`src/rtl/rmq_pkg.sv`:
```
`default_nettype none

package rmq_pkg;

   localparam int unsigned DATA_W          = 16;
   localparam int unsigned RSUM_W          = DATA_W + 3;      // three terms plus the constant one
   localparam int unsigned DIFF_W          = DATA_W + 1;
   localparam int unsigned ROOT_W          = 15;              // largest magnitude is 21673
   localparam int unsigned RAD_W           = 2 * ROOT_W;
   localparam int unsigned REM_W           = ROOT_W + 2;
   localparam int unsigned FRAC_SHIFT      = 12;              // s * 4096
   localparam int unsigned STEPS_PER_STAGE = 3;
   localparam int unsigned ROOT_STAGES     = ROOT_W / STEPS_PER_STAGE;
   localparam int unsigned LANES           = 4;
   localparam int unsigned SIGNS           = 3;

   localparam logic signed [RSUM_W-1:0] Q_ONE   = RSUM_W'(16384);
   localparam logic        [DATA_W-1:0] MAX_MAG = DATA_W'(21675);

   // lane order inside a pipeline item
   localparam int unsigned LANE_X = 0;
   localparam int unsigned LANE_Y = 1;
   localparam int unsigned LANE_Z = 2;
   localparam int unsigned LANE_W = 3;

   typedef logic signed [DATA_W-1:0] elem_type;

   typedef struct packed {
      logic [RAD_W-1:0]  rad;    // radicand bits still to be consumed, MSB first
      logic [REM_W-1:0]  rem;    // partial remainder
      logic [ROOT_W-1:0] root;   // root bits found so far
   } lane_type;

   typedef struct packed {
      lane_type [LANES-1:0] lane;
      logic     [SIGNS-1:0] neg;  // vector part takes a negative sign
   } root_item_type;

   // One restoring digit step: bring down two radicand bits, try (4*root + 1).
   function automatic lane_type root_step(lane_type a);
      lane_type         r;
      logic [REM_W-1:0] shifted;
      logic [REM_W-1:0] trial;
      shifted = {a.rem[REM_W-3:0], a.rad[RAD_W-1 -: 2]};
      trial   = {a.root, 2'b01};
      r.rad   = {a.rad[RAD_W-3:0], 2'b00};
      if (shifted >= trial) begin
         r.rem  = shifted - trial;
         r.root = {a.root[ROOT_W-2:0], 1'b1};
      end else begin
         r.rem  = shifted;
         r.root = {a.root[ROOT_W-2:0], 1'b0};
      end
      return r;
   endfunction

endpackage

`default_nettype wire

```
`src/rtl/rmq_radicand.sv`:
```
`default_nettype none

module rmq_radicand (
   input  wire logic                  clock,
   input  wire logic                  reset,
   input  wire logic                  in_valid,
   output logic                       in_ready,
   input  wire rmq_pkg::elem_type     r00,
   input  wire rmq_pkg::elem_type     r01,
   input  wire rmq_pkg::elem_type     r02,
   input  wire rmq_pkg::elem_type     r10,
   input  wire rmq_pkg::elem_type     r11,
   input  wire rmq_pkg::elem_type     r12,
   input  wire rmq_pkg::elem_type     r20,
   input  wire rmq_pkg::elem_type     r21,
   input  wire rmq_pkg::elem_type     r22,
   output logic                       out_valid,
   input  wire logic                  out_ready,
   output rmq_pkg::root_item_type     out_item
);

   logic                         valid_ff;
   rmq_pkg::root_item_type       item_ff;
   rmq_pkg::root_item_type       item_in;
   logic signed [rmq_pkg::RSUM_W-1:0] a00, a11, a22;
   logic signed [rmq_pkg::RSUM_W-1:0] s_x, s_y, s_z, s_w;
   logic signed [rmq_pkg::DIFF_W-1:0] d_x, d_y, d_z;

   // clamp a negative radicand to zero and scale by 4096
   function automatic rmq_pkg::lane_type lane_init(logic signed [rmq_pkg::RSUM_W-1:0] s);
      rmq_pkg::lane_type l;
      l.rem  = '0;
      l.root = '0;
      if (s[rmq_pkg::RSUM_W-1]) begin
         l.rad = '0;
      end else begin
         l.rad = {s[rmq_pkg::RAD_W-rmq_pkg::FRAC_SHIFT-1:0], {rmq_pkg::FRAC_SHIFT{1'b0}}};
      end
      return l;
   endfunction

   function automatic logic signed [rmq_pkg::DIFF_W-1:0] diff(rmq_pkg::elem_type a,
                                                              rmq_pkg::elem_type b);
      return {a[rmq_pkg::DATA_W-1], a} - {b[rmq_pkg::DATA_W-1], b};
   endfunction

   always_comb begin
      a00 = rmq_pkg::RSUM_W'(r00);
      a11 = rmq_pkg::RSUM_W'(r11);
      a22 = rmq_pkg::RSUM_W'(r22);
      s_x = a00 - a11 - a22 + rmq_pkg::Q_ONE;
      s_y = a11 - a22 - a00 + rmq_pkg::Q_ONE;
      s_z = a22 - a00 - a11 + rmq_pkg::Q_ONE;
      s_w = a00 + a11 + a22 + rmq_pkg::Q_ONE;
      d_x = diff(r21, r12);
      d_y = diff(r02, r20);
      d_z = diff(r10, r01);
      item_in.lane[rmq_pkg::LANE_X] = lane_init(s_x);
      item_in.lane[rmq_pkg::LANE_Y] = lane_init(s_y);
      item_in.lane[rmq_pkg::LANE_Z] = lane_init(s_z);
      item_in.lane[rmq_pkg::LANE_W] = lane_init(s_w);
      item_in.neg = {d_z[rmq_pkg::DIFF_W-1], d_y[rmq_pkg::DIFF_W-1], d_x[rmq_pkg::DIFF_W-1]};
   end

   assign in_ready  = !valid_ff || out_ready;
   assign out_valid = valid_ff;
   assign out_item  = item_ff;

   always_ff @(posedge clock) begin
      if (reset) begin
         valid_ff <= 1'b0;
      end else if (in_ready) begin
         valid_ff <= in_valid;
      end
      if (in_ready && in_valid) begin
         item_ff <= item_in;
      end
   end

endmodule

`default_nettype wire

```
`src/rtl/rmq_root_stage.sv`:
```
`default_nettype none

module rmq_root_stage (
   input  wire logic                    clock,
   input  wire logic                    reset,
   input  wire logic                    in_valid,
   output logic                         in_ready,
   input  wire rmq_pkg::root_item_type  in_item,
   output logic                         out_valid,
   input  wire logic                    out_ready,
   output rmq_pkg::root_item_type       out_item
);

   logic                   valid_ff;
   rmq_pkg::root_item_type item_ff;
   rmq_pkg::root_item_type item_in;

   // advance every lane by a few root digits
   always_comb begin
      item_in = in_item;
      for (int s = 0; s < rmq_pkg::STEPS_PER_STAGE; s++) begin
         for (int l = 0; l < rmq_pkg::LANES; l++) begin
            item_in.lane[l] = rmq_pkg::root_step(item_in.lane[l]);
         end
      end
   end

   assign in_ready  = !valid_ff || out_ready;
   assign out_valid = valid_ff;
   assign out_item  = item_ff;

   always_ff @(posedge clock) begin
      if (reset) begin
         valid_ff <= 1'b0;
      end else if (in_ready) begin
         valid_ff <= in_valid;
      end
      if (in_ready && in_valid) begin
         item_ff <= item_in;
      end
   end

endmodule

`default_nettype wire

```
`src/rtl/rmq_sign.sv`:
```
`default_nettype none

module rmq_sign (
   input  wire logic                    clock,
   input  wire logic                    reset,
   input  wire logic                    in_valid,
   output logic                         in_ready,
   input  wire rmq_pkg::root_item_type  in_item,
   output logic                         out_valid,
   input  wire logic                    out_ready,
   output rmq_pkg::elem_type            qx,
   output rmq_pkg::elem_type            qy,
   output rmq_pkg::elem_type            qz,
   output rmq_pkg::elem_type            qw
);

   logic              valid_ff;
   rmq_pkg::elem_type qx_ff, qy_ff, qz_ff, qw_ff;
   rmq_pkg::elem_type qx_in, qy_in, qz_in, qw_in;

   function automatic rmq_pkg::elem_type signed_mag(logic [rmq_pkg::ROOT_W-1:0] mag,
                                                    logic neg);
      rmq_pkg::elem_type m;
      m = rmq_pkg::elem_type'({1'b0, mag});
      return neg ? -m : m;
   endfunction

   always_comb begin
      qx_in = signed_mag(in_item.lane[rmq_pkg::LANE_X].root, in_item.neg[rmq_pkg::LANE_X]);
      qy_in = signed_mag(in_item.lane[rmq_pkg::LANE_Y].root, in_item.neg[rmq_pkg::LANE_Y]);
      qz_in = signed_mag(in_item.lane[rmq_pkg::LANE_Z].root, in_item.neg[rmq_pkg::LANE_Z]);
      qw_in = signed_mag(in_item.lane[rmq_pkg::LANE_W].root, 1'b0);
   end

   assign in_ready  = !valid_ff || out_ready;
   assign out_valid = valid_ff;
   assign qx        = qx_ff;
   assign qy        = qy_ff;
   assign qz        = qz_ff;
   assign qw        = qw_ff;

   always_ff @(posedge clock) begin
      if (reset) begin
         valid_ff <= 1'b0;
      end else if (in_ready) begin
         valid_ff <= in_valid;
      end
      if (in_ready && in_valid) begin
         qx_ff <= qx_in;
         qy_ff <= qy_in;
         qz_ff <= qz_in;
         qw_ff <= qw_in;
      end
   end

endmodule

`default_nettype wire

```
`src/rtl/rotation_matrix_to_quaternion_core.sv`:
```
`default_nettype none

// Channel  | Ports                         | Transfer when      | Payload
// ---------+-------------------------------+--------------------+---------------------------
// request  | req_valid / req_ready / req_* | req_valid & ready  | r00..r22, signed Q2.14
// response | rsp_valid / rsp_ready / rsp_* | rsp_valid & ready  | qx, qy, qz, qw, signed Q2.14
//
// The pipeline has one radicand stage, five square-root stages of three
// digits each (15 root bits on four lanes in parallel), one sign/output stage.
// One matrix is accepted every cycle while the response side keeps up.
// Each stage holds its own valid bit; a stall backs up only as far as the
// first empty stage, so bubbles are squeezed out and nothing is lost or repeated.
// Reset (synchronous, active high) clears the valid bits only.

module rotation_matrix_to_quaternion_core (
   input  wire logic               clock,
   input  wire logic               reset,
   input  wire logic               req_valid,
   output logic                    req_ready,
   input  wire rmq_pkg::elem_type  req_r00,
   input  wire rmq_pkg::elem_type  req_r01,
   input  wire rmq_pkg::elem_type  req_r02,
   input  wire rmq_pkg::elem_type  req_r10,
   input  wire rmq_pkg::elem_type  req_r11,
   input  wire rmq_pkg::elem_type  req_r12,
   input  wire rmq_pkg::elem_type  req_r20,
   input  wire rmq_pkg::elem_type  req_r21,
   input  wire rmq_pkg::elem_type  req_r22,
   output logic                    rsp_valid,
   input  wire logic               rsp_ready,
   output rmq_pkg::elem_type       rsp_qx,
   output rmq_pkg::elem_type       rsp_qy,
   output rmq_pkg::elem_type       rsp_qz,
   output rmq_pkg::elem_type       rsp_qw
);

   // index 0 is the radicand stage, then the root stages; the last feeds the output stage
   logic                   stage_valid [rmq_pkg::ROOT_STAGES+1];
   logic                   stage_ready [rmq_pkg::ROOT_STAGES+1];
   rmq_pkg::root_item_type stage_item  [rmq_pkg::ROOT_STAGES+1];
   logic                   out_ready_unused;

   // form the four radicands and the three signs
   rmq_radicand u_radicand (
      .clock     (clock),
      .reset     (reset),
      .in_valid  (req_valid),
      .in_ready  (req_ready),
      .r00       (req_r00),
      .r01       (req_r01),
      .r02       (req_r02),
      .r10       (req_r10),
      .r11       (req_r11),
      .r12       (req_r12),
      .r20       (req_r20),
      .r21       (req_r21),
      .r22       (req_r22),
      .out_valid (stage_valid[0]),
      .out_ready (stage_ready[0]),
      .out_item  (stage_item[0])
   );

   // square-root pipeline: each stage hands its ready back to the one before
   for (genvar g = 0; g < rmq_pkg::ROOT_STAGES; g++) begin : g_root
      rmq_root_stage u_root (
         .clock     (clock),
         .reset     (reset),
         .in_valid  (stage_valid[g]),
         .in_ready  (stage_ready[g]),
         .in_item   (stage_item[g]),
         .out_valid (stage_valid[g+1]),
         .out_ready (stage_ready[g+1]),
         .out_item  (stage_item[g+1])
      );
   end

   // apply signs and hold the result for the response transfer
   rmq_sign u_sign (
      .clock     (clock),
      .reset     (reset),
      .in_valid  (stage_valid[rmq_pkg::ROOT_STAGES]),
      .in_ready  (stage_ready[rmq_pkg::ROOT_STAGES]),
      .in_item   (stage_item[rmq_pkg::ROOT_STAGES]),
      .out_valid (rsp_valid),
      .out_ready (rsp_ready),
      .qx        (rsp_qx),
      .qy        (rsp_qy),
      .qz        (rsp_qz),
      .qw        (rsp_qw)
   );

   assign out_ready_unused = stage_ready[rmq_pkg::ROOT_STAGES];

   // the scalar part is never negative
   a_qw_positive : assert property (@(posedge clock) disable iff (reset)
      rsp_valid |-> !rsp_qw[rmq_pkg::DATA_W-1])
      else $error("qw negative");

   // the scalar part never exceeds MAX_MAG, just above the largest possible root
   a_qw_bound : assert property (@(posedge clock) disable iff (reset)
      rsp_valid |-> (rsp_qw <= rmq_pkg::MAX_MAG))
      else $error("qw beyond bound");

   // the request side stalls only when every stage is full and the output waits
   a_full_stall : assert property (@(posedge clock) disable iff (reset)
      !req_ready |-> (stage_valid[0] && stage_valid[rmq_pkg::ROOT_STAGES]
                      && out_ready_unused == 1'b0 && rsp_valid && !rsp_ready))
      else $error("request stalled with a bubble in the pipeline");

   // nothing leaves the cycle after reset
   a_reset_empty : assert property (@(posedge clock)
      reset |=> !rsp_valid)
      else $error("response valid after reset");

endmodule

`default_nettype wire

```
`config.mk`:
```
export PLATFORM = sky130hd
export DESIGN_NAME = rotation_matrix_to_quaternion_core
export DESIGN_NICKNAME = d
export VERILOG_FILES = /design/src/rtl/rmq_pkg.sv /design/src/rtl/rmq_radicand.sv /design/src/rtl/rmq_root_stage.sv /design/src/rtl/rmq_sign.sv /design/src/rtl/rotation_matrix_to_quaternion_core.sv
export SDC_FILE = /design/constraint.sdc
export NUM_CORES = 2
export LEC_CHECK = 0
export ABC_AREA = 0
export BUFFER_PORTS_ARGS = -buffer_cell sky130_fd_sc_hd__buf_2
export CORE_MARGIN = 1
export CORE_UTILIZATION = 35
export CTS_CLUSTER_DIAMETER = 120
export CTS_CLUSTER_SIZE = 12
export DETAILED_ROUTE_END_ITERATION = 8
export PLACE_DENSITY = 0.48
export SLEW_MARGIN = 0
export SYNTH_ARGS = -nofsm -noshare
export SYNTH_HDL_FRONTEND = slang
export SYNTH_SLANG_ARGS = --single-unit
```
`constraint.sdc`:
```
create_clock -name clock -period 14.45 [get_ports clock]
set_input_delay 2.89 -clock clock [delete_from_list [all_inputs] [get_ports clock]]
set_output_delay 2.89 -clock clock [all_outputs]
set_load 0.01 [all_outputs]
```
* After elaboration in Yosys (flattened, before gate mapping)
Cells that the tools add are included.
** Word-level totals
- Bits in registers :: 988
- Output and inout port bits :: 66
- Input port bits :: 148
** Operators by class
- $add $sub $neg :: 74
- Magnitude comparators :: 60
- Mux-type cells :: 63
- Reductions and logical operators :: 21
** Operators with widths (number)
- 2-to-1 mux 30 bit :: 56
- greater-or-equal comparator 17 bit :: 56
- subtractor 15 bit :: 52
- subtractor 16 x 16 -> 17 bit :: 6
- adder 19 x 16 -> 19 bit (second input constant) :: 4
- subtractor 17 x 16 -> 18 bit :: 3
- negator 15 -> 16 bit :: 3
- 2-to-1 mux 15 bit :: 3
- adder 17 x 16 -> 18 bit :: 1
- adder 16 x 16 -> 17 bit :: 1
- subtractor 2 x 1 -> 3 bit (second input constant) :: 4
- greater-or-equal comparator 2 x 1 -> 1 bit (second input constant) :: 4
- logical AND 1 bit :: 7
- zero test 1 bit :: 7
- logical OR 1 bit :: 7
- 2-to-1 mux 1 bit :: 4

* Depth between registers and ports, before layout
- Word-level depth :: 9
- Gate-level depth with buffers :: 37

* By module
Synthesis repeated with hierarchy kept, for this count alone.
** Unflattened totals
- Cell total of the unflattened synthesis :: 10967
- Area, all modules :: 105850.3 um^2
** Modules (own cells, without submodules)
- rmq_root_stage (g_root[2].u_root ...) :: times used 2, seq. area each 6836.6 um^2, area each 18318.8 um^2, cells an instance 1908
- rmq_root_stage (g_root[0].u_root) :: times used 1, seq. area each 6836.6 um^2, area each 18634.1 um^2, cells an instance 1950
- rmq_root_stage (g_root[4].u_root) :: times used 1, seq. area each 6836.6 um^2, area each 18559.0 um^2, cells an instance 1945
- rmq_root_stage (g_root[1].u_root) :: times used 1, seq. area each 6836.6 um^2, area each 18430.2 um^2, cells an instance 1901
- rmq_radicand :: times used 1, seq. area each 2272.2 um^2, area each 10742.8 um^2, cells an instance 1158
- rmq_sign :: times used 1, seq. area each 1911.8 um^2, area each 2846.5 um^2, cells an instance 197

* Least setup slack after synthesis
OpenSTA, ideal clock, no wires.
- Path type :: input to register
- From :: in rsp_ready
- To :: reg g_root[1].u_root.item_ff, in the netlist g_root[1].u_root.out_item[0], enable pin
- Required time :: 13700 ps
- Data arrival time :: 11491 ps
- Path slack :: 2209 ps
- Path buffers :: 1
- Stages on the path :: 5
- Cells stage by stage :: nor2b_1 > and3_1 > and2_1 > clkbuf_1 > a21boi_0
** Between the ends
- Word-level cells in the longest chain between the ends :: 6
** RTL lines
- start: declaration :: RTL line rotation_matrix_to_quaternion_core.sv:30 : input wire logic rsp_ready,
- logical OR 1 bit :: RTL line rmq_sign.sv:35 : assign in_ready = !valid_ff || out_ready;
- logical OR 1 bit (4 in series) :: RTL line rmq_root_stage.sv:28 : assign in_ready = !valid_ff || out_ready;
- logical AND 1 bit :: RTL line rmq_root_stage.sv:38 : if (in_ready && in_valid) begin
- end signal: assignment :: RTL line rmq_root_stage.sv:39 : item_ff <= item_in;
- end: declaration :: RTL line rmq_root_stage.sv:15 : rmq_pkg::root_item_type item_ff;
No other way between the ends.
A chain may end at the register's enable or synchronous reset.

==> run metrics <==
final net count=6970; core area=0.159 mm2; Area after DPL=0.0595 mm2; final period utilization=0.604; hold_buf cts=0; setup TNS=0 ns; Hold WS=0.403 ns; outcome=finished clean; CP max stage cell=o21bai_1; Post-synth EDFFs=641; Mapped Area=0.0560 mm2; vias per inst=5.22; initial antenna violation count=1; top post-synthesis cells by area=edfxtp_1 34%, ha_1 13%, xnor2_1 5.3%; die span in y=402 um; synth warn=0; DP HPWL=112000 um; startpoint types=flop; Synth async-reset ratio=0; layout cell share with drive strength beyond 1=0.0879; relative slew slack=0.185; clock tree from TritonCTS=yes; Tmin final=8.72 ns; largest net degree at the start of global routing=79; clk buf depth=3; max cap viols=0; fmax=115 MHz; arrival time worst endpoint=9.17 ns; required time of the critical path=14.90 ns; setup bufs post-CTS=0; first-pass GRT wire length=226000 um; Place WS=5.66 ns; Num CTS Buffers=61; XOR/XNOR share of the synthesized area=0.0793; post-cts sizing count=0; port bufs=212; Synth Area in Simple Gates=0.158; Design Area, Final=0.0612 mm2; final setup violation count=0; # diodes=0; Die W=402 um; Synth top cells by count=641 x edfxtp_1, 600 x ha_1, 535 x inv_1; Initial DRT Pass Iterations=7; most frequent cell after synthesis=edfxtp_1; worst min path class=flop to flop; Final Max Slew Viols=0; wire per inst=17.0 um; Synth Area per Inst=9.42 um2; grt ovf=0; largest family of logic cells by synthesized area=compound AO/OA/AOI/OAI gates; ys flop type=edfxtp_1; Synth cell types=119; peak supply drop=116 uV; endpoint class of the critical path=flop; vias in the first global route=42.1k; filler cell count=15.9k; Yosys top cell area share=0.344; mux share of post-synthesis cell area=0.0269; Setup Skew=0.0256 ns; DR vias=43.0k; IO Pins=214; power density over the cells=127 mW/mm2; sequential area share after synthesis=0.346; DRC viols=0; largest stage delay on the critical path=0.74 ns; Synth Instances=5939; RSZ-0062 raised after global routing=false; GPL Wtd Cong=0.865; # rows=146; final worst slack=5.73 ns; Synth Area in Compound Gates=0.181; Syn-to-layout area delta=9.32%; final hold vios=0; clock-pin slew on the worst setup and hold paths=0.07 ns; Worst-Margin Slew=1.19 ns; die area=0.161 mm2; Leakage Power=0.0251 uW; total routed wirelength=140000 um; H-tree depth=2; Initial Utilization=0.353; aggregate global-route resource usage=0.170; Routed Antenna Nets=0; cell taking the most area after synthesis=edfxtp_1; worst-path fanout max=17; Initial DRC Count=2302; FF+latch count, synth=648; Root Driver=clkbuf_16; CP most frequent cell=a21oi_1; adder-cell area share of the yosys netlist=0.163; CTS sink count=648; critical path class=flop to flop; Skew-Pair Late Insertion Delay=0.69 ns
-- kinds of logic after synthesis --
logic type                 after synthesis
DFF                                    648
adders and majority gates              680
other                                    2
AOI/OAI and AO/OA                     1550
xor gates and xnor gates               506
buffers and inverters                  657
muxes                                  136
and+or+nand+nor                       1760
-- path summary, 6_finish.rpt --
path	cells after the start	start	endpoint	slack, ns
min reg2reg	0	g_root[4].u_root.out_item[198]	u_sign.qw[9]	0.40
max reg2reg	32	g_root[3].u_root.out_item[190]	g_root[4].u_root.out_item[189]	5.73
min	0	g_root[4].u_root.out_item[198]	u_sign.qw[9]	0.40
max	32	g_root[3].u_root.out_item[190]	g_root[4].u_root.out_item[189]	5.73
-- metrics by stage --
step,total power [uW],std cells,util
6_report,7760,8235,0.386
5_1_grt,8380,8235,0.386
4_1_cts,7860,8235,0.386
3_5_place_dp,6280,8151,0.375
3_3_place_gp,6250,8151,0.375
2_1_floorplan,5460,5942,-
-- cell type report --
type,instances,area [um2],area share
clock buffers,78,1630,0.0267
clock inverters,6,65.1,0.00106
inverters,551,2070,0.0338
multi-input cells,4637,34100,0.558
flip-flops and latches,648,19400,0.317
well taps,2072,2590,0.0424
repair buffers,243,1290,0.0211
-- registers in the layout (all words and copies together), names as in the netlist --
signal                   flops
g_root.u_root.out_item     503
g_root.u_root.out_valid      5
u_radicand.out_item         75
u_radicand.out_valid         1
u_sign.out_valid             1
u_sign.qw                   15
u_sign.qx                   16
u_sign.qy                   16
u_sign.qz                   16
-- routing by layer --
metal	global-route usage	vias to the layer above	share of wire
met5	0	-	0
met4	0.0378	0	0.020
met3	0.0196	145	0.031
met2	0.287	597	0.46
met1	0.233	20164	0.49
li1	-	22066	-
-- power breakdown --
part	internal [uW]	switching (uW)	total [uW]
sequential	2500	211	2710
clock	796	723	1520
combinational	1470	2060	3540
-- worst max-delay path, delay by kind of cell (launching register included) --
family | cells | cell delay, ns
multiplexers | 2 | 0.84
adder cells (fa/ha/maj) | 3 | 0.98
AND/OR/NAND/NOR | 3 | 0.59
AO/OA/AOI/OAI | 21 | 4.60
buffers and inverters | 3 | 0.99
flip-flops | 1 | 0.45
-- cells in the final DEF (no fill, tap or decap), types with 39 or more instances in the layout --
| cell type | n |
|---|---|
| ha_1 | 600 |
| clkbuf_16 | 63 |
| xor2_1 | 164 |
| a21boi_0 | 39 |
| nor2_1 | 475 |
| nand2_1 | 434 |
| nor2b_1 | 67 |
| mux2_2 | 99 |
| and3_1 | 42 |
| o211ai_1 | 46 |
| nor3_1 | 158 |
| o31ai_1 | 63 |
| inv_1 | 535 |
| a21o_1 | 137 |
| and2_1 | 51 |
| edfxtp_1 | 641 |
| or3_1 | 57 |
| o21ai_0 | 304 |
| o21a_1 | 81 |
| fa_1 | 80 |
| buf_2 | 212 |
| nand3_1 | 112 |
| a211oi_1 | 44 |
| nor4_1 | 48 |
| o21bai_1 | 67 |
| xnor2_1 | 341 |
| a21oi_1 | 447 |
| nand4_1 | 54 |
| nand2b_1 | 68 |
No activity file was read; power rests on OpenSTA's default activity.
